[config.mk]
export PLATFORM = sky130hd
export DESIGN_NAME = process_table_round_robin_scheduler
export DESIGN_NICKNAME = d
export VERILOG_FILES = /design/src/hdl/ptrrs_pkg.sv /design/src/hdl/ptrrs_table.sv /design/src/hdl/process_table_round_robin_scheduler.sv
export VERILOG_INCLUDE_DIRS = /design/src /design/src/hdl
export SDC_FILE = /design/constraint.sdc
export NUM_CORES = 1
export LEC_CHECK = 0
export BUFFER_PORTS_ARGS = -buffer_cell sky130_fd_sc_hd__buf_2
export CAP_MARGIN = 20
export CORE_MARGIN = 2
export CORE_UTILIZATION = 30
export CTS_BUF_LIST = sky130_fd_sc_hd__clkbuf_4
export DETAILED_ROUTE_END_ITERATION = 6
export PLACE_DENSITY = 0.5
export SETUP_SLACK_MARGIN = 0.1
export SLEW_MARGIN = 20
export SYNTH_ARGS = -nofsm -noshare
export SYNTH_HDL_FRONTEND = slang
export SYNTH_HIERARCHICAL = 1
export SYNTH_SLANG_ARGS = --single-unit
[constraint.sdc]
create_clock -name clock -period 3.7 [get_ports clock]
set_clock_uncertainty 0.2 [all_clocks]
set_input_delay 0.925 -clock clock [delete_from_list [all_inputs] [get_ports clock]]
set_output_delay 0.925 -clock clock [all_outputs]
set_load 0.005 [all_outputs]
[src/hdl/assert_macros.svh]
// Assertion macros shared by the scheduler RTL.
// Depends on nothing; define NO_ASSERTIONS to compile them out.
`ifndef ASSERT_MACROS_SVH
`define ASSERT_MACROS_SVH
`ifndef NO_ASSERTIONS
`define ASSERT_ALWAYS(label, clk, rst, expr) \
   label: assert property (@(posedge clk) disable iff (rst) (expr)) \
      else $error("%m: assertion failed");
`define ASSERT_IMPLY(label, clk, rst, ante, cons) \
   label: assert property (@(posedge clk) disable iff (rst) (ante) |-> (cons)) \
      else $error("%m: assertion failed");
`else
`define ASSERT_ALWAYS(label, clk, rst, expr)
`define ASSERT_IMPLY(label, clk, rst, ante, cons)
`endif
`endif

[src/hdl/ptrrs_pkg.sv]
// Shared types and constants of the process table scheduler.
// Depends on nothing; imported by the slot table and the top level.
package ptrrs_pkg;

   typedef logic [1:0] slot_state_type;
   localparam slot_state_type SLOT_DEAD    = 2'd0;
   localparam slot_state_type SLOT_READY   = 2'd1;
   localparam slot_state_type SLOT_RUNNING = 2'd2;
   localparam slot_state_type SLOT_BLOCKED = 2'd3;

   typedef logic [1:0] kind_type;
   localparam kind_type KIND_TICK  = 2'd0;
   localparam kind_type KIND_EXIT  = 2'd1;
   localparam kind_type KIND_WAIT  = 2'd2;
   localparam kind_type KIND_SPAWN = 2'd3;

   localparam int KIND_W     = 2;
   localparam int CUR_W      = 4;
   localparam int TGT_W      = 5;
   localparam int RET_W      = 5;
   localparam int RUN_W      = 4;
   localparam int REQ_DATA_W = 16;
   localparam int RSP_DATA_W = 16;

   localparam logic [RET_W-1:0] RET_NONE = 5'h1f;
   localparam logic [RET_W-1:0] RET_OK   = 5'h00;

endpackage

[src/hdl/ptrrs_table.sv]
// Slot table memory: one entry of state, parent and waited-for slot per process.
// Depends on ptrrs_pkg; entries never written read back as dead with zero links.
module ptrrs_table import ptrrs_pkg::*; #(
   parameter int NUM_SLOTS = 16,
   localparam int IdW = $clog2(NUM_SLOTS),
   localparam int EntW = 2 + 2 * IdW
) (
   input  logic            clock,
   input  logic            reset,
   input  logic            wr_en,
   input  logic [IdW-1:0]  wr_addr,
   input  logic [EntW-1:0] wr_entry,
   input  logic [IdW-1:0]  rd_addr,
   output logic [EntW-1:0] rd_entry
);

   logic [EntW-1:0]      mem [NUM_SLOTS];
   logic [EntW-1:0]      rd_data_ff;
   logic                 rd_hit_ff;
   logic [NUM_SLOTS-1:0] valid_ff;
   logic [NUM_SLOTS-1:0] valid_in;

   always_comb begin
      valid_in = valid_ff;
      if (wr_en) begin
         valid_in[wr_addr] = 1'b1;
      end
   end

   always_ff @(posedge clock) begin
      if (reset) begin
         valid_ff  <= '0;
         rd_hit_ff <= 1'b0;
      end else begin
         valid_ff  <= valid_in;
         rd_hit_ff <= valid_ff[rd_addr];
      end
   end

   always_ff @(posedge clock) begin
      if (wr_en) begin
         mem[wr_addr] <= wr_entry;
      end
      rd_data_ff <= mem[rd_addr];
   end

   assign rd_entry = rd_hit_ff ? rd_data_ff : {{(EntW - 2){1'b0}}, SLOT_DEAD};

endmodule

[src/hdl/process_table_round_robin_scheduler.sv]
// Process slot table with a round-robin scheduler; uses ptrrs_pkg and ptrrs_table.
// The slot scan reads one table entry per cycle through the single read port.
// One item is in work at a time; a finished result waits in the output register.
// Reset is synchronous: all slots read as dead and the round-robin pointer is slot one.
`include "assert_macros.svh"
module process_table_round_robin_scheduler import ptrrs_pkg::*; #(
   parameter int NUM_SLOTS = 16
) (
   input  logic                  clock,
   input  logic                  reset,
   input  logic                  req_tvalid,
   output logic                  req_tready,
   // current_pid[3:0], target_pid[8:4], from_syscall[9], file_found[10]
   input  logic [REQ_DATA_W-1:0] req_tdata,
   // kind[1:0]
   input  logic [KIND_W-1:0]     req_tuser,
   output logic                  rsp_tvalid,
   input  logic                  rsp_tready,
   // ret_value[4:0], switched[5], running_pid[9:6], shutdown[10]
   output logic [RSP_DATA_W-1:0] rsp_tdata
);

   localparam int IdW  = $clog2(NUM_SLOTS);
   localparam int EntW = 2 + 2 * IdW;
   localparam int CntW = $clog2(NUM_SLOTS + 1);
   localparam int XW   = (CntW > TGT_W) ? CntW : TGT_W;
   localparam logic [XW-1:0]   NUM_X   = XW'(NUM_SLOTS);
   localparam logic [IdW-1:0]  ID_ZERO = '0;
   localparam logic [IdW-1:0]  ID_ONE  = IdW'(1);
   localparam logic [IdW-1:0]  LAST_ID = IdW'(NUM_SLOTS - 1);
   localparam logic [CntW-1:0] CNT_ALL = CntW'(NUM_SLOTS);
   localparam logic [CntW-1:0] CNT_NZ  = CntW'(NUM_SLOTS - 1);

   typedef enum logic [9:0] {
      ST_IDLE  = 10'b00_0000_0001,
      ST_LOOK  = 10'b00_0000_0010,
      ST_TGT   = 10'b00_0000_0100,
      ST_SCAN  = 10'b00_0000_1000,
      ST_WR_NX = 10'b00_0001_0000,
      ST_P_RD  = 10'b00_0010_0000,
      ST_P_WR  = 10'b00_0100_0000,
      ST_C_RD  = 10'b00_1000_0000,
      ST_C_WR  = 10'b01_0000_0000,
      ST_DONE  = 10'b10_0000_0000
   } state_type;

   state_type        state_ff, state_in;
   kind_type         kind_ff, kind_in;
   logic [IdW-1:0]   cur_ff, cur_in;
   logic [IdW-1:0]   tgt_ff, tgt_in;
   logic             tgt_ok_ff, tgt_ok_in;
   logic             sys_ff, sys_in;
   logic             file_ff, file_in;
   logic [IdW-1:0]   cur_par_ff, cur_par_in;
   logic [IdW-1:0]   cur_wt_ff, cur_wt_in;
   logic             caller_run_ff, caller_run_in;
   logic [IdW-1:0]   last_ff, last_in;
   logic [IdW-1:0]   ptr_ff, ptr_in;
   logic [CntW-1:0]  iss_ff, iss_in;
   logic [CntW-1:0]  total_ff, total_in;
   logic             pend_ff, pend_in;
   logic [IdW-1:0]   pend_addr_ff, pend_addr_in;
   logic             alive_ff, alive_in;
   logic [IdW-1:0]   nx_ff, nx_in;
   logic [IdW-1:0]   nx_par_ff, nx_par_in;
   logic [IdW-1:0]   nx_wt_ff, nx_wt_in;
   logic [RET_W-1:0] res_ret_ff, res_ret_in;
   logic             res_sw_ff, res_sw_in;
   logic [RUN_W-1:0] res_run_ff, res_run_in;
   logic             res_down_ff, res_down_in;
   logic             rsp_valid_ff, rsp_valid_in;
   logic [RET_W-1:0] rsp_ret_ff, rsp_ret_in;
   logic             rsp_sw_ff, rsp_sw_in;
   logic [RUN_W-1:0] rsp_run_ff, rsp_run_in;
   logic             rsp_down_ff, rsp_down_in;

   logic [CUR_W-1:0] req_cur;
   logic [TGT_W-1:0] req_tgt;
   logic             issue;
   logic             last_eval;
   logic             alive_now;
   logic             wr_en;
   logic [IdW-1:0]   wr_addr;
   logic [EntW-1:0]  wr_entry;
   logic [IdW-1:0]   rd_addr;
   logic [EntW-1:0]  rd_entry;
   slot_state_type   e_st;
   logic [IdW-1:0]   e_par;
   logic [IdW-1:0]   e_wt;

   assign req_cur = req_tdata[3:0];
   assign req_tgt = req_tdata[8:4];
   assign e_st    = rd_entry[1:0];
   assign e_par   = rd_entry[IdW+1:2];
   assign e_wt    = rd_entry[EntW-1:IdW+2];

   ptrrs_table #(
      .NUM_SLOTS(NUM_SLOTS)
   ) u_table (
      .clock   (clock),
      .reset   (reset),
      .wr_en   (wr_en),
      .wr_addr (wr_addr),
      .wr_entry(wr_entry),
      .rd_addr (rd_addr),
      .rd_entry(rd_entry)
   );

   always_comb begin
      state_in      = state_ff;
      kind_in       = kind_ff;
      cur_in        = cur_ff;
      tgt_in        = tgt_ff;
      tgt_ok_in     = tgt_ok_ff;
      sys_in        = sys_ff;
      file_in       = file_ff;
      cur_par_in    = cur_par_ff;
      cur_wt_in     = cur_wt_ff;
      caller_run_in = caller_run_ff;
      last_in       = last_ff;
      ptr_in        = ptr_ff;
      iss_in        = iss_ff;
      total_in      = total_ff;
      pend_in       = pend_ff;
      pend_addr_in  = pend_addr_ff;
      alive_in      = alive_ff;
      nx_in         = nx_ff;
      nx_par_in     = nx_par_ff;
      nx_wt_in      = nx_wt_ff;
      res_ret_in    = res_ret_ff;
      res_sw_in     = res_sw_ff;
      res_run_in    = res_run_ff;
      res_down_in   = res_down_ff;
      rsp_valid_in  = rsp_valid_ff && !rsp_tready;
      rsp_ret_in    = rsp_ret_ff;
      rsp_sw_in     = rsp_sw_ff;
      rsp_run_in    = rsp_run_ff;
      rsp_down_in   = rsp_down_ff;
      req_tready    = 1'b0;
      issue         = 1'b0;
      last_eval     = 1'b0;
      alive_now     = alive_ff;
      rd_addr       = ptr_ff;
      wr_en         = 1'b0;
      wr_addr       = cur_ff;
      wr_entry      = {cur_wt_ff, cur_par_ff, SLOT_DEAD};

      case (state_ff)
         ST_IDLE: begin
            req_tready = 1'b1;
            cur_in     = (XW'(req_cur) < NUM_X) ? IdW'(req_cur) : ID_ZERO;
            rd_addr    = cur_in;
            if (req_tvalid) begin
               kind_in     = req_tuser;
               tgt_in      = IdW'(req_tgt);
               tgt_ok_in   = (req_tgt != '0) && (XW'(req_tgt) < NUM_X);
               sys_in      = req_tdata[9];
               file_in     = req_tdata[10];
               res_ret_in  = RET_NONE;
               res_sw_in   = 1'b0;
               res_run_in  = '0;
               res_down_in = 1'b0;
               state_in    = ST_LOOK;
            end
         end
         ST_LOOK: begin
            cur_par_in    = e_par;
            cur_wt_in     = e_wt;
            caller_run_in = (cur_ff != ID_ZERO) && (e_st == SLOT_RUNNING);
            rd_addr       = tgt_ff;
            iss_in        = '0;
            pend_in       = 1'b0;
            alive_in      = 1'b0;
            total_in      = CNT_NZ;
            ptr_in        = ID_ONE;
            case (kind_ff)
               KIND_TICK: begin
                  if (sys_ff && (cur_ff != ID_ZERO) && (e_st == SLOT_RUNNING)) begin
                     state_in = ST_DONE;
                  end else begin
                     ptr_in   = (last_ff == LAST_ID) ? ID_ZERO : last_ff + 1'b1;
                     total_in = CNT_ALL;
                     state_in = ST_SCAN;
                  end
               end
               KIND_EXIT: begin
                  state_in = (cur_ff == ID_ZERO) ? ST_DONE : ST_SCAN;
               end
               KIND_WAIT: begin
                  state_in = tgt_ok_ff ? ST_TGT : ST_DONE;
               end
               default: begin
                  state_in = file_ff ? ST_SCAN : ST_DONE;
               end
            endcase
         end
         ST_TGT: begin
            if (e_st == SLOT_DEAD) begin
               res_ret_in = RET_OK;
               state_in   = ST_DONE;
            end else if (cur_ff == ID_ZERO) begin
               state_in = ST_DONE;
            end else begin
               wr_en    = 1'b1;
               wr_entry = {tgt_ff, cur_par_ff, SLOT_BLOCKED};
               ptr_in   = (last_ff == LAST_ID) ? ID_ZERO : last_ff + 1'b1;
               total_in = CNT_ALL;
               state_in = ST_SCAN;
            end
         end
         ST_SCAN: begin
            issue        = (iss_ff != total_ff);
            pend_in      = issue;
            pend_addr_in = ptr_ff;
            last_eval    = pend_ff && !issue;
            if (issue) begin
               iss_in = iss_ff + 1'b1;
               ptr_in = (ptr_ff == LAST_ID) ? ID_ZERO : ptr_ff + 1'b1;
            end
            if (pend_ff) begin
               case (kind_ff)
                  KIND_EXIT: begin
                     if ((e_par == cur_ff) && (e_st != SLOT_DEAD)) begin
                        wr_en    = 1'b1;
                        wr_addr  = pend_addr_ff;
                        wr_entry = {e_wt, e_par, SLOT_DEAD};
                     end
                     if (last_eval) begin
                        state_in = (cur_par_ff != ID_ZERO) ? ST_P_RD : ST_C_RD;
                     end
                  end
                  KIND_SPAWN: begin
                     if (e_st == SLOT_DEAD) begin
                        wr_en      = 1'b1;
                        wr_addr    = pend_addr_ff;
                        wr_entry   = {ID_ZERO, cur_ff, SLOT_READY};
                        res_ret_in = RET_W'(pend_addr_ff);
                        state_in   = ST_DONE;
                     end else if (last_eval) begin
                        state_in = ST_DONE;
                     end
                  end
                  default: begin
                     if ((pend_addr_ff != ID_ZERO) && (e_st == SLOT_READY)) begin
                        nx_in     = pend_addr_ff;
                        nx_par_in = e_par;
                        nx_wt_in  = e_wt;
                        if ((kind_ff == KIND_TICK) && caller_run_ff) begin
                           wr_en    = 1'b1;
                           wr_entry = {cur_wt_ff, cur_par_ff, SLOT_READY};
                        end
                        state_in = ST_WR_NX;
                     end else begin
                        alive_now = alive_ff
                                    || ((pend_addr_ff != ID_ZERO) && (e_st != SLOT_DEAD));
                        alive_in  = alive_now;
                        if (last_eval) begin
                           res_down_in = !alive_now;
                           if (kind_ff == KIND_WAIT) begin
                              wr_en      = 1'b1;
                              wr_entry   = {ID_ZERO, cur_par_ff, SLOT_RUNNING};
                              res_ret_in = RET_OK;
                           end
                           state_in = ST_DONE;
                        end
                     end
                  end
               endcase
            end
         end
         ST_WR_NX: begin
            wr_en      = 1'b1;
            wr_addr    = nx_ff;
            wr_entry   = {nx_wt_ff, nx_par_ff, SLOT_RUNNING};
            last_in    = nx_ff;
            res_ret_in = RET_W'(nx_ff);
            res_sw_in  = 1'b1;
            res_run_in = RUN_W'(nx_ff);
            state_in   = ST_DONE;
         end
         ST_P_RD: begin
            rd_addr  = cur_par_ff;
            state_in = ST_P_WR;
         end
         ST_P_WR: begin
            if (e_wt == cur_ff) begin
               wr_en    = 1'b1;
               wr_addr  = cur_par_ff;
               wr_entry = {ID_ZERO, e_par, (e_st == SLOT_BLOCKED) ? SLOT_READY : e_st};
            end
            state_in = ST_C_RD;
         end
         ST_C_RD: begin
            rd_addr  = cur_ff;
            state_in = ST_C_WR;
         end
         ST_C_WR: begin
            wr_en       = 1'b1;
            wr_entry    = {e_wt, e_par, SLOT_DEAD};
            res_ret_in  = RET_OK;
            res_down_in = (cur_ff == ID_ONE);
            state_in    = ST_DONE;
         end
         ST_DONE: begin
            if (!rsp_valid_ff || rsp_tready) begin
               rsp_valid_in = 1'b1;
               rsp_ret_in   = res_ret_ff;
               rsp_sw_in    = res_sw_ff;
               rsp_run_in   = res_run_ff;
               rsp_down_in  = res_down_ff;
               state_in     = ST_IDLE;
            end
         end
         default: begin
            state_in = ST_IDLE;
         end
      endcase
   end

   always_ff @(posedge clock) begin
      if (reset) begin
         state_ff     <= ST_IDLE;
         last_ff      <= ID_ONE;
         rsp_valid_ff <= 1'b0;
         iss_ff       <= '0;
         pend_ff      <= 1'b0;
      end else begin
         state_ff     <= state_in;
         last_ff      <= last_in;
         rsp_valid_ff <= rsp_valid_in;
         iss_ff       <= iss_in;
         pend_ff      <= pend_in;
      end
   end

   always_ff @(posedge clock) begin
      kind_ff       <= kind_in;
      cur_ff        <= cur_in;
      tgt_ff        <= tgt_in;
      tgt_ok_ff     <= tgt_ok_in;
      sys_ff        <= sys_in;
      file_ff       <= file_in;
      cur_par_ff    <= cur_par_in;
      cur_wt_ff     <= cur_wt_in;
      caller_run_ff <= caller_run_in;
      ptr_ff        <= ptr_in;
      total_ff      <= total_in;
      pend_addr_ff  <= pend_addr_in;
      alive_ff      <= alive_in;
      nx_ff         <= nx_in;
      nx_par_ff     <= nx_par_in;
      nx_wt_ff      <= nx_wt_in;
      res_ret_ff    <= res_ret_in;
      res_sw_ff     <= res_sw_in;
      res_run_ff    <= res_run_in;
      res_down_ff   <= res_down_in;
      rsp_ret_ff    <= rsp_ret_in;
      rsp_sw_ff     <= rsp_sw_in;
      rsp_run_ff    <= rsp_run_in;
      rsp_down_ff   <= rsp_down_in;
   end

   assign rsp_tvalid = rsp_valid_ff;
   assign rsp_tdata  = {{(RSP_DATA_W - RET_W - RUN_W - 2){1'b0}},
                        rsp_down_ff, rsp_run_ff, rsp_sw_ff, rsp_ret_ff};

   `ASSERT_IMPLY(a_no_kernel_write, clock, reset, wr_en, wr_addr != ID_ZERO)
   `ASSERT_ALWAYS(a_last_not_kernel, clock, reset, last_ff != ID_ZERO)
   `ASSERT_IMPLY(a_scan_bound, clock, reset, state_ff == ST_SCAN, iss_ff <= total_ff)
   `ASSERT_IMPLY(a_switch_pid, clock, reset, rsp_valid_ff && rsp_sw_ff, rsp_ret_ff[RUN_W-1:0] == rsp_run_ff)

endmodule
==> parameters.txt <==
Parameter                              Value

Power and ir drop
  Proportion of power drawn by combinational gates    0.222
  Sequential share of power    0.443
  Total power consumption of the routed design    8180 uW
  Switching power summed over all nets    2290 uW
  Leakage component of the power    0.00485 uW
  Worst-case vdd ir drop    0.228 mV
  Clock network fraction of total power    0.335
  Internal power summed over all cells    5900 uW
  Switch share    0.280
  Total power density per cell area    573 nW/um^2

Floorplan
  Std-Cell Core Area    38800 um^2
  Starting density of the core    0.305
  Count of pins on the block boundary    40
  Number of standard-cell rows in the floorplan    72
  DIE AREA    41100 um^2
  Die height    203 um
  Die width    203 um

Logic synthesis
  Cell count after synthesis    808
  Compound-Gate Fraction of Synth Area    0.0958
  Sequential share of the synthesized area    0.656
  Total standard cell area after synthesis    11900 um^2
  Synthesized-area fraction occupied by xor and xnor cells    0.0140
  Yosys cell types    75
  Top_reg_cell synth    sky130_fd_sc_hd__edfxtp_1
  Synthesis Warnings    6
  Mean instance size in the synthesized netlist    14.7 um^2
  Number of synthesized register bits    275
  Fraction of the mapped netlist area in simple logic gates    0.110
  Largest family of logic cells by synthesized area    simple AND/OR/NAND/NOR gates
  Number of synthesized flops with an enable pin    227
  Adder-Cell Fraction of Synth Area    0.00317
  Mux contribution to synthesized area    0.0921
  Async S/R FF share, synth    0

Cells and area
  Final cell count without fillers    1542
  Most frequent standard cell in the layout excluding fill and tap cells    sky130_fd_sc_hd__edfxtp_1
  Filler instances    3763
  Synth-to-Final Area Change    20.4%
  Most frequent cells in the layout    227 x sky130_fd_sc_hd__edfxtp_1, 117 x sky130_fd_sc_hd__clkbuf_4, 87 x sky130_fd_sc_hd__buf_4, 86 x sky130_fd_sc_hd__nor2_1, 46 x sky130_fd_sc_hd__dfxtp_1
  Post-layout nets    992
  Share of cells above drive strength 1    0.306

Timing
  Worst setup slack after layout    0.121 ns
  Final Cycle Share    0.967
  Post-route minimum period    3.58 ns
  Setup TNS Final    0 ns
  Unrepaired setup endpoints after global routing    yes
  Final Hold Viols    0
  Final-report max-slew violation count    0
  Relative slew slack    0.352
  Setup Viol. Count Final    0
  Highest Clock Rate    279 MHz
  Transition time at the pin with the least slew margin    0.969 ns

GRT
  GRT Residual Overflow    0
  Number of antenna violations at the first check in global routing    2
  Maximum number of pins on one net before global-route repair    35
  GRT Overall Usage    0.148
  Via count of the first global-routing pass    7690
  Global-route wire length before repair    45900 um

CTS
  Clock Sink Count    275
  Max Buffers Root-to-Sink    3
  Clk_lat worst skew    0.71 ns
  CTS H-Tree Depth    3
  Number of buffers inserted during clock tree synthesis    73
  Count of hold-fix buffers inserted at cts    0
  Buffer cell driving the clock tree root    sky130_fd_sc_hd__clkbuf_4
  TritonCTS clock tree    yes
  CTS clk-pin slew, worst paths    0.07 ns

Routing
  Average wire per standard cell    19.8 um
  Detailed router's first-iteration violation count    557
  DRC viols    0
  Post-DRT Antenna Nets    0
  Vias per std cell    5.01
  Via count    7730
  Overall routed net length    30500 um
  First-pass detailed-route iteration total    6

Setup path
  Kind of launch point of the worst setup path    flip-flop
  Buffer and inverter count on the worst path    3
  Category of cells accounting for the largest share of critical-path delay    simple AND/OR/NAND/NOR gates
  Maximum fanout along the worst path    5
  Critical path capture point type    flip-flop
  Arrival time of data at the critical path endpoint    3.98 ns
  Worst path max stage delay    0.54 ns
  Most common cell type on the critical path    sky130_fd_sc_hd__buf_12
  Type of the worst setup path    flip-flop to flip-flop
  Critical Path, Cell by Cell    or4_4 > buf_6 > or3_4 > o32a_4 > mux2_4 > buf_12 > buf_12 > mux4_2 > a22o_1 > a221o_1
  Worst path required time    4.10 ns
  Slowest-stage cell, CP    sky130_fd_sc_hd__or4_4

Place
  Worst slack at placement    -0.0450 ns
  Number of cells in the design after placement    1393
  Count of buffers inserted at the top-level ports    29
  HPWL after detailed placement    20700 um
  Final weighted congestion of routability-driven global placement    0.885

Worst hold path
  Type of the worst min-delay path    primary input to flip-flop

Flow run
  Max-cap violation count    0

Status
  Run status    finished clean
-- power by group through the flow --
| stage | clock network (uW) | logic [uW] | registers (uW) |
|---|---|---|---|
| 6_report | 2740 | 1820 | 3630 |
| 3_5_place_dp | 0 | 1650 | 3690 |
| 5_1_grt | 3010 | 1960 | 3630 |
| 3_3_place_gp | 0 | 1640 | 3690 |
| 2_1_floorplan | 0 | 1180 | 3610 |
| 4_1_cts | 2840 | 1660 | 3620 |
-- cells by family after synthesis --
family                   Yosys count
flip-flops                       275
AND/OR/NAND/NOR                  251
AO/OA/AOI/OAI                    147
buffers and inverters             62
multiplexers                      50
XOR/XNOR                          19
adder cells (fa/ha/maj)            3
other                              1
-- per-stage QoR --
step           area [um^2]   util  hold slack [ns]
6_report             14300  0.368            0.195
2_1_floorplan        11900      -            0.200
3_3_place_gp         13100  0.337            0.206
5_1_grt              14300  0.368            0.139
3_5_place_dp         13100  0.337            0.205
4_1_cts              14100  0.362            0.141
-- synthesized netlist by cell type, drive strengths merged, types with 10 or more instances --
master,count,area share
nand3,16,0.0072
nor2b,10,0.0053
a221o,16,0.014
nand4,10,0.0053
edfxtp,227,0.57
mux4,42,0.085
nor4,12,0.0099
dfxtp,48,0.081
and2,22,0.012
clkbuf,18,0.0057
a211oi,10,0.0063
a22o,18,0.013
a21oi,24,0.010
o21ai,16,0.0068
nor2,89,0.028
nand2,39,0.012
xnor2,15,0.011
inv,13,0.0041
nor3,16,0.0068
buf,30,0.018
-- repair_timing --
action	4_1_cts	5_1_grt
pin swaps	0	8
gates cloned	0	2
endpoints found under the hold margin	0	0
resized for setup	5	14
setup buffers	0	13
endpoints found under the setup margin	21	31
-- worst paths after layout --
| kind | startpoint | endpoint | slack, ns | depth (start not counted) |
|---|---|---|---|---|
| worst max register to register | state_ff[8] | u_table/rd_data_ff[8] | 0.12 | 10 |
| worst min-delay path | req_tuser[1] | kind_ff[1] | 0.20 | 1 |
| worst min register to register | res_ret_ff[4] | rsp_ret_ff[4] | 0.21 | 0 |
| worst max-delay path | state_ff[8] | u_table/rd_data_ff[8] | 0.12 | 10 |
-- metal layers --
layer	GRT usage	part of all wire	vias up
met5	0	0	-
met4	0.0647	0.031	0
met3	0.0345	0.052	66
met2	0.237	0.47	256
met1	0.193	0.45	3846
li1	-	-	3562
-- cell type report --
cell class / count / area [um^2] / share of cell area
Clock inverter: 16 / 108 / 0.00754
Timing Repair Buffer: 128 / 997 / 0.0699
Inverter: 14 / 57.6 / 0.00403
Multi-Input combinational cell: 475 / 3810 / 0.267
Antenna cell: 1 / 2.50 / 0.000175
Tap cell: 518 / 648 / 0.0454
Sequential cell: 275 / 7780 / 0.545
Clock buffer: 115 / 863 / 0.0605
-- sequential cells by signal, indices dropped and copies added, names as in the netlist, 2 cells and up --
name,cells
iss_ff,5
nx_ff,4
u_table/rd_data_ff,10
pend_addr_ff,4
ptr_ff,4
cur_par_ff,4
cur_wt_ff,4
u_table/mem,160
last_ff,4
nx_wt_ff,4
nx_par_ff,4
u_table/valid_ff,16
tgt_ff,4
kind_ff,2
total_ff,2
res_ret_ff,5
cur_ff,4
rsp_ret_ff,5
state_ff,10
res_run_ff,4
rsp_run_ff,4
No activity file was read; power rests on OpenSTA's default activity.
